<file path="src/rtl/core/gsa_pkg.sv">
`default_nettype none

package gsa_pkg;

    localparam int unsigned SLOT_IDX_BITS = 4;
    localparam int unsigned REQ_GEN_BITS  = 32;

    typedef enum logic {
        OP_RESERVE = 1'b0,
        OP_RELEASE = 1'b1
    } t_op;

    typedef enum logic [1:0] {
        ST_DONE      = 2'd0,
        ST_EXHAUSTED = 2'd1,
        ST_IGNORED   = 2'd2
    } t_status;

    typedef struct packed {
        t_op                       op;
        logic [SLOT_IDX_BITS-1:0]  slot_index;
        logic [REQ_GEN_BITS-1:0]   request_generation;
    } t_in_word;

    typedef struct packed {
        t_status                   status;
        logic [SLOT_IDX_BITS-1:0]  granted_index;
        logic [REQ_GEN_BITS-1:0]   granted_generation;
    } t_out_word;

endpackage

`default_nettype wire

</file>
<file path="src/rtl/core/gsa_free_finder.sv">
`default_nettype none

module gsa_free_finder #(
    parameter int unsigned SLOT_COUNT = 16
) (
    input  wire logic [SLOT_COUNT-1:0]         i_busy,
    output logic                               o_found,
    output logic [$clog2(SLOT_COUNT)-1:0]      o_index
);

    localparam int unsigned AW = $clog2(SLOT_COUNT);

    // lowest clear bit wins
    always_comb begin
        o_found = 1'b0;
        o_index = '0;
        for (int i = SLOT_COUNT - 1; i >= 0; i--) begin
            if (!i_busy[i]) begin
                o_found = 1'b1;
                o_index = AW'(i);
            end
        end
    end

endmodule

`default_nettype wire

</file>
<file path="src/rtl/core/generational_slot_allocator_top.sv">
`default_nettype none

// Generational slot allocator. Each input word is handled as a read of the slot's
// generation from the on-chip generation memory, then a check or bump of it with a
// write-back. The result sits in an output register, so a stalled result does not
// hold up the read of the next word once that result is taken. Slot zero is reserved.
// Generation memory entries that were never written read as zero by way of a
// high-water mark, so no clearing pass follows reset and the first word may arrive
// right away.
module generational_slot_allocator_top #(
    parameter int unsigned SLOT_COUNT = 16,
    parameter int unsigned GEN_BITS   = 32
) (
    input  wire logic               i_clk,
    input  wire logic               i_rst_n,
    input  wire logic               i_in_valid,
    output logic                    o_in_stall,
    input  wire gsa_pkg::t_in_word  i_in_word,
    output logic                    o_out_valid,
    input  wire logic               i_out_stall,
    output gsa_pkg::t_out_word      o_out_word
);

    import gsa_pkg::*;

    localparam int unsigned AW = $clog2(SLOT_COUNT);
    localparam int unsigned XW = AW + SLOT_IDX_BITS;
    localparam int unsigned FW = $clog2(SLOT_COUNT + 1);

    typedef enum logic [1:0] {
        S_IDLE = 2'b01,
        S_EXEC = 2'b10
    } t_state;

    t_state                 r_state, n_state;
    logic [SLOT_COUNT-1:0]  r_busy, n_busy;
    logic [FW-1:0]          r_fill, n_fill;
    logic                   r_out_valid, n_out_valid;
    t_out_word              r_out_word, n_out_word;

    t_op                    r_op;
    logic [AW-1:0]          r_addr;
    logic                   r_found;
    logic                   r_fresh;
    logic                   r_idx_ok;
    logic [REQ_GEN_BITS-1:0] r_req_gen;

    logic [GEN_BITS-1:0]    r_gen_mem [SLOT_COUNT];
    logic [GEN_BITS-1:0]    r_rd_data;

    logic                   free_found;
    logic [AW-1:0]          free_index;
    logic                   accept;
    logic                   out_free;
    logic [XW-1:0]          idx_ext;
    logic [AW-1:0]          rd_addr;
    logic                   rd_fresh;
    logic [GEN_BITS-1:0]    gen_cur;
    logic [GEN_BITS-1:0]    gen_next;
    logic                   wr_en;
    logic                   rel_ok;

    gsa_free_finder #(
        .SLOT_COUNT (SLOT_COUNT)
    ) u_free_finder (
        .i_busy  (r_busy),
        .o_found (free_found),
        .o_index (free_index)
    );

    assign o_in_stall  = (r_state != S_IDLE);
    assign o_out_valid = r_out_valid;
    assign o_out_word  = r_out_word;

    assign accept   = i_in_valid && (r_state == S_IDLE);
    assign out_free = !r_out_valid || !i_out_stall;
    assign idx_ext  = XW'(i_in_word.slot_index);
    assign rd_addr  = (i_in_word.op == OP_RESERVE) ? free_index : idx_ext[AW-1:0];
    assign rd_fresh = XW'(rd_addr) >= XW'(r_fill);

    assign gen_cur  = r_fresh ? '0 : r_rd_data;
    assign gen_next = gen_cur + GEN_BITS'(1);
    assign rel_ok   = r_idx_ok && r_busy[r_addr]
                      && (REQ_GEN_BITS'(gen_cur) == r_req_gen);
    assign wr_en    = (r_state == S_EXEC) && out_free
                      && (r_op == OP_RESERVE) && r_found;

    // request capture
    always_ff @(posedge i_clk) begin
        if (accept) begin
            r_op      <= i_in_word.op;
            r_addr    <= rd_addr;
            r_found   <= free_found;
            r_fresh   <= rd_fresh;
            r_idx_ok  <= (idx_ext != '0) && (idx_ext < XW'(SLOT_COUNT));
            r_req_gen <= i_in_word.request_generation;
        end
    end

    // generation memory
    always_ff @(posedge i_clk) begin
        if (wr_en) begin
            r_gen_mem[r_addr] <= gen_next;
        end
        if (accept) begin
            r_rd_data <= r_gen_mem[rd_addr];
        end
    end

    always_comb begin
        n_state     = r_state;
        n_busy      = r_busy;
        n_fill      = r_fill;
        n_out_valid = r_out_valid && i_out_stall;
        n_out_word  = r_out_word;
        unique case (r_state)
            S_IDLE: begin
                if (accept) begin
                    n_state = S_EXEC;
                end
            end
            S_EXEC: begin
                if (out_free) begin
                    n_state     = S_IDLE;
                    n_out_valid = 1'b1;
                    n_out_word  = '{status: ST_DONE, granted_index: '0,
                                    granted_generation: '0};
                    if (r_op == OP_RESERVE) begin
                        if (r_found) begin
                            n_busy[r_addr] = 1'b1;
                            if (r_fresh) begin
                                n_fill = r_fill + FW'(1);
                            end
                            n_out_word.granted_index =
                                SLOT_IDX_BITS'(XW'(r_addr));
                            n_out_word.granted_generation =
                                REQ_GEN_BITS'(gen_next);
                        end else begin
                            n_out_word.status = ST_EXHAUSTED;
                        end
                    end else begin
                        if (rel_ok) begin
                            n_busy[r_addr] = 1'b0;
                        end else begin
                            n_out_word.status = ST_IGNORED;
                        end
                    end
                end
            end
            default: begin
                n_state = S_IDLE;
            end
        endcase
    end

    always_ff @(posedge i_clk) begin
        if (!i_rst_n) begin
            r_state     <= S_IDLE;
            r_busy      <= SLOT_COUNT'(1);
            r_fill      <= FW'(1);
            r_out_valid <= 1'b0;
        end else begin
            r_state     <= n_state;
            r_busy      <= n_busy;
            r_fill      <= n_fill;
            r_out_valid <= n_out_valid;
        end
    end

    always_ff @(posedge i_clk) begin
        r_out_word <= n_out_word;
    end

endmodule

`default_nettype wire
</file>
<file path="config.mk">
export PLATFORM = sky130hd
export DESIGN_NAME = generational_slot_allocator_top
export DESIGN_NICKNAME = d
export VERILOG_FILES = /design/src/rtl/core/gsa_pkg.sv /design/src/rtl/core/gsa_free_finder.sv /design/src/rtl/core/generational_slot_allocator_top.sv
export SDC_FILE = /design/constraint.sdc
export NUM_CORES = 1
export LEC_CHECK = 0
export ABC_AREA = 1
export ABC_CLOCK_PERIOD_IN_PS = 6100
export BUFFER_PORTS_ARGS = -buffer_cell sky130_fd_sc_hd__buf_4
export CAP_MARGIN = 10
export CORE_ASPECT_RATIO = 0.7
export CORE_MARGIN = 2
export CORE_UTILIZATION = 45
export CTS_CLUSTER_SIZE = 20
export DETAILED_ROUTE_END_ITERATION = 8
export PLACE_DENSITY = 0.68
export SLEW_MARGIN = 10
export SYNTH_ARGS = -nofsm -noshare
export SYNTH_HDL_FRONTEND = slang
export SYNTH_SLANG_ARGS = --single-unit
</file>
<file path="constraint.sdc">
create_clock -name i_clk -period 6.1 [get_ports i_clk]
set_input_delay 0.61 -clock i_clk [delete_from_list [all_inputs] [get_ports i_clk]]
set_output_delay 0.61 -clock i_clk [all_outputs]
set_load 0.02 [all_outputs]
</file>
Word-level counts from Yosys, hierarchy flattened
Memories as Yosys holds them, arrays and structs flattened. A register that Yosys moved wholly into a read port is not among the register bits.
Index checks and enable logic that the tools add are counted.
- word-level logic and storage cells: 88
- input port bits: 41
- memories: 1
- register bits: 102
- memory bits (writable): 512
- output and inout bits: 40
- reduce and logical (&&, ||, !) cells: 20
- multiplexer cells: 36
- $add $sub $neg: 2
- $lt $le $gt $ge: 4
- bitwise operators: 5
- equal/unequal tests: 7
- memories (memory ; depth ; bits a word ; rd ports ; clocked after Yosys merged registers in ; wr ports ; line ; text):
    r_gen_mem ; 16 ; 32 ; 1 ; 1 ; 1 ; generational_slot_allocator_top.sv:48 ; logic [GEN_BITS-1:0] r_gen_mem [SLOT_COUNT];
- operator list (kind ; number):
    4-bit two-way mux ; 17
    16-bit two-way mux ; 3
    32-bit by 1-bit adder with 32-bit output (second input constant) ; 1
    32-bit == test ; 1
    32-bit two-way mux ; 1
    16-bit AND ; 1
    16-bit inverter ; 1
    16-bit OR ; 1
    15-bit AND reduction ; 1
    4-bit by 5-bit less-than comparator with 1-bit output (second input constant) ; 2
    1-bit logical AND ; 9
    1-bit two-way mux ; 8
    2-bit two-way mux ; 4
    8-bit nonzero test ; 1
    5-bit by 1-bit adder with 5-bit output (second input constant) ; 1
    4-bit by 5-bit >= comparator with 1-bit output ; 1
    5-bit AND reduction ; 1
    1-bit binary-select mux with 4-bit select ; 1
    1-bit demux with 4-bit select ; 1
    4-bit by 1-bit >= comparator with 1-bit output (second input constant) ; 1
    2-bit by 1-bit != test with 1-bit output (second input constant) ; 2
    2-bit != test (second input constant) ; 2
    2-bit one-hot mux with 2 select lines ; 1
    2-bit AND reduction ; 2
    8 further kinds ; 10

Longest topological paths before layout
Gate-level depths: netlist of run 1.
- word-level depth: 18
- depth in mapped cells: 26
- depth with buffers taken out: 24

Hierarchy
From an unflattened synthesis of run 1, not the netlist that was laid out.
- cell total of the unflattened synthesis: 2310
- area total of the unflattened synthesis: 27089.7 µm²
- by module, submodules not included (module ; instances ; seq. area each (µm²) ; area each (µm²) ; cells each):
    generational_slot_allocator_top ; 1 ; 19158.4 ; 26924.6 ; 2272
    gsa_free_finder ; 1 ; 0.0 ; 165.2 ; 38

Worst setup path after synthesis of run 1
OpenSTA, ideal clock, no wires.
- kind: input -> register
- from: input port i_out_stall
- to: memory r_gen_mem[2][0], enable pin
- arrival: 5.186 ns
- stages on the path: 8
- path slack: 0.453 ns
- setup time: 0.461 ns
- buffers on the path: 1
- data required time: 5.639 ns
- cells stage by stage: nand2_1 -> inv_1 -> nor2_1 -> inv_1 -> nor2_1 -> inv_1 -> clkbuf_1 -> nor3_1
- cells in the longest elaborated chain, start to end: 7
- ends and longest elaborated chain (item ; line ; text):
    from (decl) ; generational_slot_allocator_top.sv:20 ; input wire logic i_out_stall,
    1-bit zero test ; generational_slot_allocator_top.sv:76 ; assign out_free = !r_out_valid || !i_out_stall;
    1-bit logical OR ; generational_slot_allocator_top.sv:76 ;
    1-bit logical AND ; generational_slot_allocator_top.sv:85 ; assign wr_en = (r_state == S_EXEC) && out_free
    1-bit logical AND (2 in a row) ; generational_slot_allocator_top.sv:86 ; && (r_op == OP_RESERVE) && r_found;
    1-bit two-way mux ; generational_slot_allocator_top.sv:102 ; if (wr_en) begin
    1-bit two-way mux (implied by the code) ; generational_slot_allocator_top.sv:103 ; r_gen_mem[r_addr] <= gen_next;
    to (decl) ; generational_slot_allocator_top.sv:48 ;
No other way between the ends.

Worst setup path in the final report of run 1
- from: register r_fresh
- to: memory r_gen_mem[13][30] (data pin)
- cells in the longest elaborated chain, start to end: 2
- ends and longest elaborated chain (item ; line ; text):
    from (decl) ; generational_slot_allocator_top.sv:44 ; logic r_fresh;
    from (signal assigned) ; generational_slot_allocator_top.sv:94 ; r_fresh <= rd_fresh;
    32-bit two-way mux ; generational_slot_allocator_top.sv:81 ; assign gen_cur = r_fresh ? '0 : r_rd_data;
    32-bit by 1-bit adder with 32-bit output ; generational_slot_allocator_top.sv:82 ; assign gen_next = gen_cur + GEN_BITS'(1);
    net gen_next[30] ; generational_slot_allocator_top.sv:59 ; logic [GEN_BITS-1:0] gen_next;
The timed path passes the listed nets, and every way through them passes these cells.

==> flow_metrics.env, run 1 <==
export IMPL_r2r_start="r_fresh"
export IMPL_cts_setup_buffers=0
export IMPL_ir_drop_v=0.000250
export IMPL_cp_required_ns=6.38
export IMPL_placed_cells=3542
export IMPL_p_seq_share_pct=54.4
export IMPL_io_buffer_count=80
export IMPL_fin_crit_ns=4.50
export IMPL_path_max_fanout=20
export IMPL_synth_net_count=2784
export IMPL_clkPwrFrac_pct=37.9
export IMPL_postSynthAreaPerCell_um2=10.6
export IMPL_postCtsResizedCells=0
export IMPL_worst_pin_slew_ns=1.30
export IMPL_p_per_area_nw_per_um2=284
export IMPL_final_setup_skew_ns=0.0279
export IMPL_ys_ff_latch=646
export IMPL_routed_via_density=5.55
export IMPL_min_from="i_in_word[27]"
export IMPL_fin_setup_tns_ns=0
export IMPL_clockRootBuffer="clkbuf_16"
export IMPL_drtAntennaViolNets=0
export IMPL_r2r_slack_ns=1.60
export IMPL_grt_max_degree=225
export IMPL_switching_share_pct=23.7
export IMPL_fp_dieW_um=307
export IMPL_vias=20231
export IMPL_first_pass_iters=6
export IMPL_cap_violations=0
export IMPL_routabilityCongestion=0.915
export IMPL_numClockSinks=646
export IMPL_ys_types=43
export IMPL_hold_viol=0
export IMPL_cts_tree="yes"
export IMPL_hold_path_end="r_req_gen[27]"
export IMPL_fmax_ghz=0.222
export IMPL_h_tree_depth=2
export IMPL_drive_gt1_share_pct=9.16
export IMPL_postLayoutSetupSlackWorst_ns=1.60
export IMPL_start_kind="flop"
export IMPL_synth_edf_count=622
export IMPL_wl_um=78100
export IMPL_clk_latency_ns=0.63
export IMPL_intPower_w=0.00699
export IMPL_final_cells=3647
export IMPL_syn_inst=2737
export IMPL_slew_headroom_pct=13.6
export IMPL_syn_cell_area_um2=28900
export IMPL_cts_buffers=58
export IMPL_r2r_cells=16
export IMPL_critical_path_class="reg -> reg"
export IMPL_post_place_ws_ns=1.74
export IMPL_drt_first_iter_violations=2391
export IMPL_min_path_type="in -> reg"
export IMPL_synth_warning_count=0
export IMPL_async_reset_ff_share_pct=0
export IMPL_initial_core_util_pct=45.6
export IMPL_core_um2=63400
export IMPL_die_h_um=216
export IMPL_worstPathArrival_ns=4.78
export IMPL_syn_to_final_growth_pct=11.5
export IMPL_dp_hpwl_um=44400
export IMPL_clk_pin_slew_ns=0.06
export IMPL_run_status="finished clean"
export IMPL_cts_buffer_depth=3
export IMPL_nets=2821
export IMPL_antenna_found_initial=0
export IMPL_gr_total_overflow=0
export IMPL_power_leakage_nw=12.9
export IMPL_drcViolationCount=0
export IMPL_rsz0062_at_grt="false"
export IMPL_setup_viol=0
export IMPL_power_net_switching_w=0.00217
export IMPL_wl_per_cell_um=21.4
export IMPL_io_pins=81
export IMPL_grt_pass1_vias=19445
export IMPL_combPwrFrac_pct=7.6
export IMPL_synthFlopType="edfxtp_1"
export IMPL_cts_hold_fix_buffers=0
export IMPL_grt_pass1_wl_um=118000
export IMPL_end_kind="flop"
export IMPL_antenna_cells=0
export IMPL_core_rowCount=77
export IMPL_hold_path_cell_count=1
export IMPL_min_period_over_period_pct=73.8
export IMPL_ys_seq_area_share_pct=66.2
export IMPL_rr_endpoint="r_gen_mem[13][30]"
export IMPL_num_fill_cells=5564
export IMPL_maxSlewViolCount=0
export IMPL_die_area_um2=66400
export IMPL_track_usage_pct=23.5
[sequential cells by signal, indices dropped and copies added, names as in the netlist, named ones only]
register / count
r_idx_ok: 1
o_out_valid: 1
r_fill: 5
r_gen_mem: 512
o_out_word: 38
r_rd_data: 32
r_addr: 4
r_req_gen: 32
r_op: 1
r_found: 1
r_state: 2
r_fresh: 1
[logic make-up after synthesis]
logic type / synth area share (%)
simple gates: 22.2
buf+inv: 8.97
flops: 66.2
compound gates: 1.62
xor+xnor: 0.757
fa+ha+maj: 0.260
[synth_stat cells (2+ instances only)]
cell | number | area [um^2]
nor3_1 | 39 | 195
buf_1 | 21 | 78.8
nand3_1 | 601 | 3010
o22ai_1 | 12 | 75.1
a21boi_0 | 2 | 15.0
nand3b_1 | 129 | 968
nor3b_1 | 3 | 22.5
nor4_1 | 10 | 62.6
nor2_1 | 113 | 424
clkbuf_1 | 85 | 319
a21oi_1 | 27 | 135
xnor2_1 | 8 | 70.1
and3_1 | 2 | 12.5
buf_6 | 3 | 33.8
xor2_1 | 17 | 149
nor4_2 | 2 | 25.0
nand2_4 | 2 | 22.5
nor2_2 | 5 | 31.3
edfxtp_1 | 622 | 18700
or2_2 | 5 | 31.3
o21ai_1 | 5 | 25.0
nand4_1 | 22 | 138
o21a_1 | 4 | 30.0
nor2_4 | 2 | 22.5
nand2_2 | 2 | 12.5
dfxtp_1 | 24 | 480
buf_2 | 36 | 180
nand2_1 | 368 | 1380
o21ai_0 | 25 | 125
ha_1 | 6 | 75.1
inv_1 | 522 | 1960
nor3_2 | 2 | 20.0
[routing by layer]
layer / wire, um / vias to the layer above / GRT usage, %
met5: 0 / - / 0
met4: 1590 / 0 / 5.95
met3: 7220 / 130 / 3.59
met2: 35000 / 967 / 36.3
met1: 34300 / 9839 / 34.9
li1: - / 9295 / -
[area by class of cell]
class	instances	area (um^2)	area share (%)
inverters	524	1970	6.11
multi-input cells	1421	7350	22.8
clock inverters	34	218	0.675
well taps	829	1040	3.22
clock buffers	70	1530	4.74
flip-flops and latches	646	19200	59.4
repair buffers	123	992	3.08
[stage by stage]
step                      utilization [%]  power, W  cell area, um^2  hold slack [ns]
after floorplan                         -   0.00551            28900            0.438
after global placement               48.1   0.00576            30500            0.454
after detailed placement             48.1   0.00578            30500            0.478
after CTS                            50.8   0.00920            32200            0.137
after global routing                 50.9   0.00947            32300            0.142
final                                50.9   0.00917            32300            0.166
[cell usage in the layout (no fill, tap or decap), types with 3 or more instances in the layout]
cell type,count
a21oi_1,27
buf_12,5
buf_4,117
clkbuf_1,10
clkbuf_16,59
clkinv_1,16
clkinv_2,13
dfxtp_1,24
edfxtp_1,622
ha_1,6
inv_1,519
inv_2,3
inv_6,3
nand2_1,365
nand2_4,5
nand3_1,601
nand3b_1,129
nand4_1,22
nor2_1,104
nor2_2,7
nor2_4,9
nor3_1,29
nor3_2,12
nor3b_1,3
nor4_1,10
o21a_1,3
o21ai_0,25
o21ai_1,4
o22ai_1,12
or2_2,5
xnor2_1,7
xor2_1,14
xor2_2,3
[power by group through the flow]
stage               Sequential, W  Clock [W]  Combinational [W]
detailed placement        0.00508          0           0.000691
CTS                       0.00499    0.00352           0.000694
global placement          0.00509          0           0.000677
floorplan                 0.00507          0           0.000441
global route              0.00499    0.00371           0.000765
finish                    0.00499    0.00348           0.000701
[worst max path at each step]
stage | from | to
final | r_fresh | r_gen_mem[13][30]
after global routing | r_fresh | o_out_word[30]
after CTS | r_fresh | o_out_word[30]
after detailed placement | r_fresh | o_out_word[30]
after global placement | r_fresh | o_out_word[30]
after floorplan | i_out_stall | r_gen_mem[2][0]
[worst max-delay path: stages, from the launching register on]
cell and delay, ns:
edfxtp_1 0.40, inv_2 0.44, nand2_1 0.53, inv_1 0.20, ha_1 0.21, nand3_1 0.14
nor2_1 0.17, inv_1 0.07, nor2_1 0.09, inv_1 0.08, nor2_2 0.14, nand4_2 0.19
nor2_2 0.22, nand3_1 0.18, nor4_1 0.19, nand2_1 0.11, xor2_1 0.77
(Power assumes the default switching activity.)
==> run 2: changes to the inputs <==
--- a/config.mk
+++ b/config.mk
@@ -6,7 +6,7 @@
 export NUM_CORES = 1
 export LEC_CHECK = 0
 export ABC_AREA = 1
-export ABC_CLOCK_PERIOD_IN_PS = 6100
+export ABC_CLOCK_PERIOD_IN_PS = 4750
 export BUFFER_PORTS_ARGS = -buffer_cell sky130_fd_sc_hd__buf_4
 export CAP_MARGIN = 10
 export CORE_ASPECT_RATIO = 0.7
==> constraint.sdc (replaced) <==
create_clock -name i_clk -period 4.75 [get_ports i_clk]
set_input_delay 0.475 -clock i_clk [delete_from_list [all_inputs] [get_ports i_clk]]
set_output_delay 0.475 -clock i_clk [all_outputs]
set_load 0.02 [all_outputs]
==> flow_metrics.env, run 2 (synthesis results as in run 1) <==
export IMPL_worst_pin_slew_ns=1.28
export IMPL_grt_pass1_vias=19376
export IMPL_final_common_cell="edfxtp_1"
export IMPL_clk_latency_ns=0.60
export IMPL_slew_headroom_pct=14.5
export IMPL_first_pass_iters=6
export IMPL_core_rowCount=77
export IMPL_placed_cells=3564
export IMPL_crit_chain="inv_2, nand2_1, buf_4, inv_1, ha_1, nand3_1, nor2_1, inv_1, nor2_1, inv_1, nor2_2, nand4_2, nor2_2, nand3_1, nor4_1, nand2_1, xor2_1"
export IMPL_multi_input_area_um2=7330
export IMPL_min_period_over_period_pct=80.6
export IMPL_die_h_um=216
export IMPL_maxSlewViolCount=0
export IMPL_wl_um=78200
export IMPL_start_kind="flop"
export IMPL_antenna_found_initial=1
export IMPL_crit_family="simple AND/OR/NAND/NOR gates"
export IMPL_seqCellArea_um2=19200
export IMPL_hold_viol=0
export IMPL_num_fill_cells=5534
export IMPL_routabilityCongestion=0.950
export IMPL_drcViolationCount=0
export IMPL_routed_via_density=5.44
export IMPL_drive_gt1_share_pct=9.63
export IMPL_hold_slack_ns=0.0539
export IMPL_cts_hold_fix_buffers=0
export IMPL_nets=2842
export IMPL_wl_per_cell_um=21.3
export IMPL_syn_to_final_growth_pct=12.2
export IMPL_finish_utilization_pct=51.2
export IMPL_drt_first_iter_violations=2332
export IMPL_finalPower_w=0.0119
export IMPL_h_tree_depth=2
export IMPL_path_common_cell="inv_1"
export IMPL_fmax_ghz=0.261
export IMPL_cts_buffer_depth=3
export IMPL_cts_tree="yes"
export IMPL_initial_core_util_pct=45.6
export IMPL_gr_total_overflow=0
export IMPL_regMostFlops="r_gen_mem"
export IMPL_cap_violations=0
export IMPL_cpPeakStageDelay_ns=0.94
export IMPL_vias=19988
export IMPL_die_area_um2=66400
export IMPL_clk_pin_slew_ns=0.07
export IMPL_numClockSinks=646
export IMPL_final_cells=3673
export IMPL_core_um2=63400
export IMPL_clockRootBuffer="clkbuf_16"
export IMPL_cp_required_ns=4.97
export IMPL_worstPathArrival_ns=4.05
export IMPL_ir_drop_v=0.000296
export IMPL_track_usage_pct=23.5
export IMPL_drtAntennaViolNets=0
export IMPL_slowest_stage="xor2_1"
export IMPL_final_setup_skew_ns=0.0128
export IMPL_run_status="finished clean"
export IMPL_cts_setup_buffers=0
export IMPL_path_max_fanout=18
export IMPL_io_buffer_count=80
export IMPL_postCtsResizedCells=0
export IMPL_worst_path_buf_inv=5
export IMPL_end_kind="flop"
export IMPL_grt_max_degree=197
export IMPL_dp_hpwl_um=45800
export IMPL_fin_crit_ns=3.83
export IMPL_power_leakage_nw=13.0
export IMPL_cts_buffers=58
export IMPL_min_path_type="in -> reg"
export IMPL_p_per_area_nw_per_um2=365
export IMPL_largest_reg_flops=512
export IMPL_grt_pass1_wl_um=119000
export IMPL_io_pins=81
export IMPL_final_cell_mix="edfxtp_1, nand3_1, inv_1"
export IMPL_rsz0062_at_grt="false"
export IMPL_setup_viol=0
export IMPL_fp_dieW_um=307
export IMPL_antenna_cells=0
export IMPL_critical_path_class="reg -> reg"
run 2: cell types whose count changed in the layout (fill, tap and decap cells not counted), sizes merged:
| cell | change |
|---|---|
| clkbuf | +4 |
| buf | +22 |
| clkinv | +2 |
| clkinvlp | +1 |
| inv | -3 |
run 2: worst reg2reg max path: stages (launching register included):
cell	delay, ns
edfxtp_1	0.40
inv_2	0.07
nand2_1	0.05
buf_4	0.19
inv_1	0.10
ha_1	0.18
nand3_1	0.14
nor2_1	0.16
inv_1	0.07
nor2_1	0.09
inv_1	0.07
nor2_2	0.13
nand4_2	0.20
nor2_2	0.21
nand3_1	0.15
nor4_1	0.18
nand2_1	0.10
xor2_1	0.94
run 2: final cells by class:
cell class	count	area share, %
clock buffer	75	4.90
clock inverter	34	0.655
inverter	524	6.08
multi-input combinational	1421	22.6
sequential	646	59.0
tap	829	3.20
timing repair buffer	144	3.56
run 2: final timing paths:
check	end	cells past startpoint	slack (ns)	from
max	r_gen_mem[12][30]	17	0.92	r_fresh
min	r_req_gen[3]	1	0.05	i_in_word[3]
max reg2reg	r_gen_mem[12][30]	17	0.92	r_fresh
min reg2reg	r_fill[4]	2	0.48	r_fill[4]
run 2: layer usage:
metal | share of wire [%] | track usage, % | vias up
met2 | 46 | 37.0 | 826
met5 | 0 | 0 | -
li1 | - | - | 9342
met3 | 7.7 | 3.05 | 121
met4 | 2.2 | 5.67 | 0
met1 | 44 | 34.9 | 9699
run 2: power by group:
part           switching, W  total (W)  internal, W  leakage (nW)
clock               0.00207    0.00453      0.00246         0.880
combinational      0.000689   0.000929     0.000240          6.21
sequential        0.0000405    0.00640      0.00636          5.89
total               0.00280     0.0119      0.00906          13.0
run 2: per-stage QoR:
stage / setup TNS (ns) / instance area [um^2] / worst slack [ns]
after floorplan: -243.89 / 28900 / -0.762
after global placement: 0 / 30700 / 1.04
after detailed placement: 0 / 30700 / 1.01
after CTS: 0 / 32500 / 0.960
after global routing: 0 / 32500 / 0.458
final: 0 / 32500 / 0.922
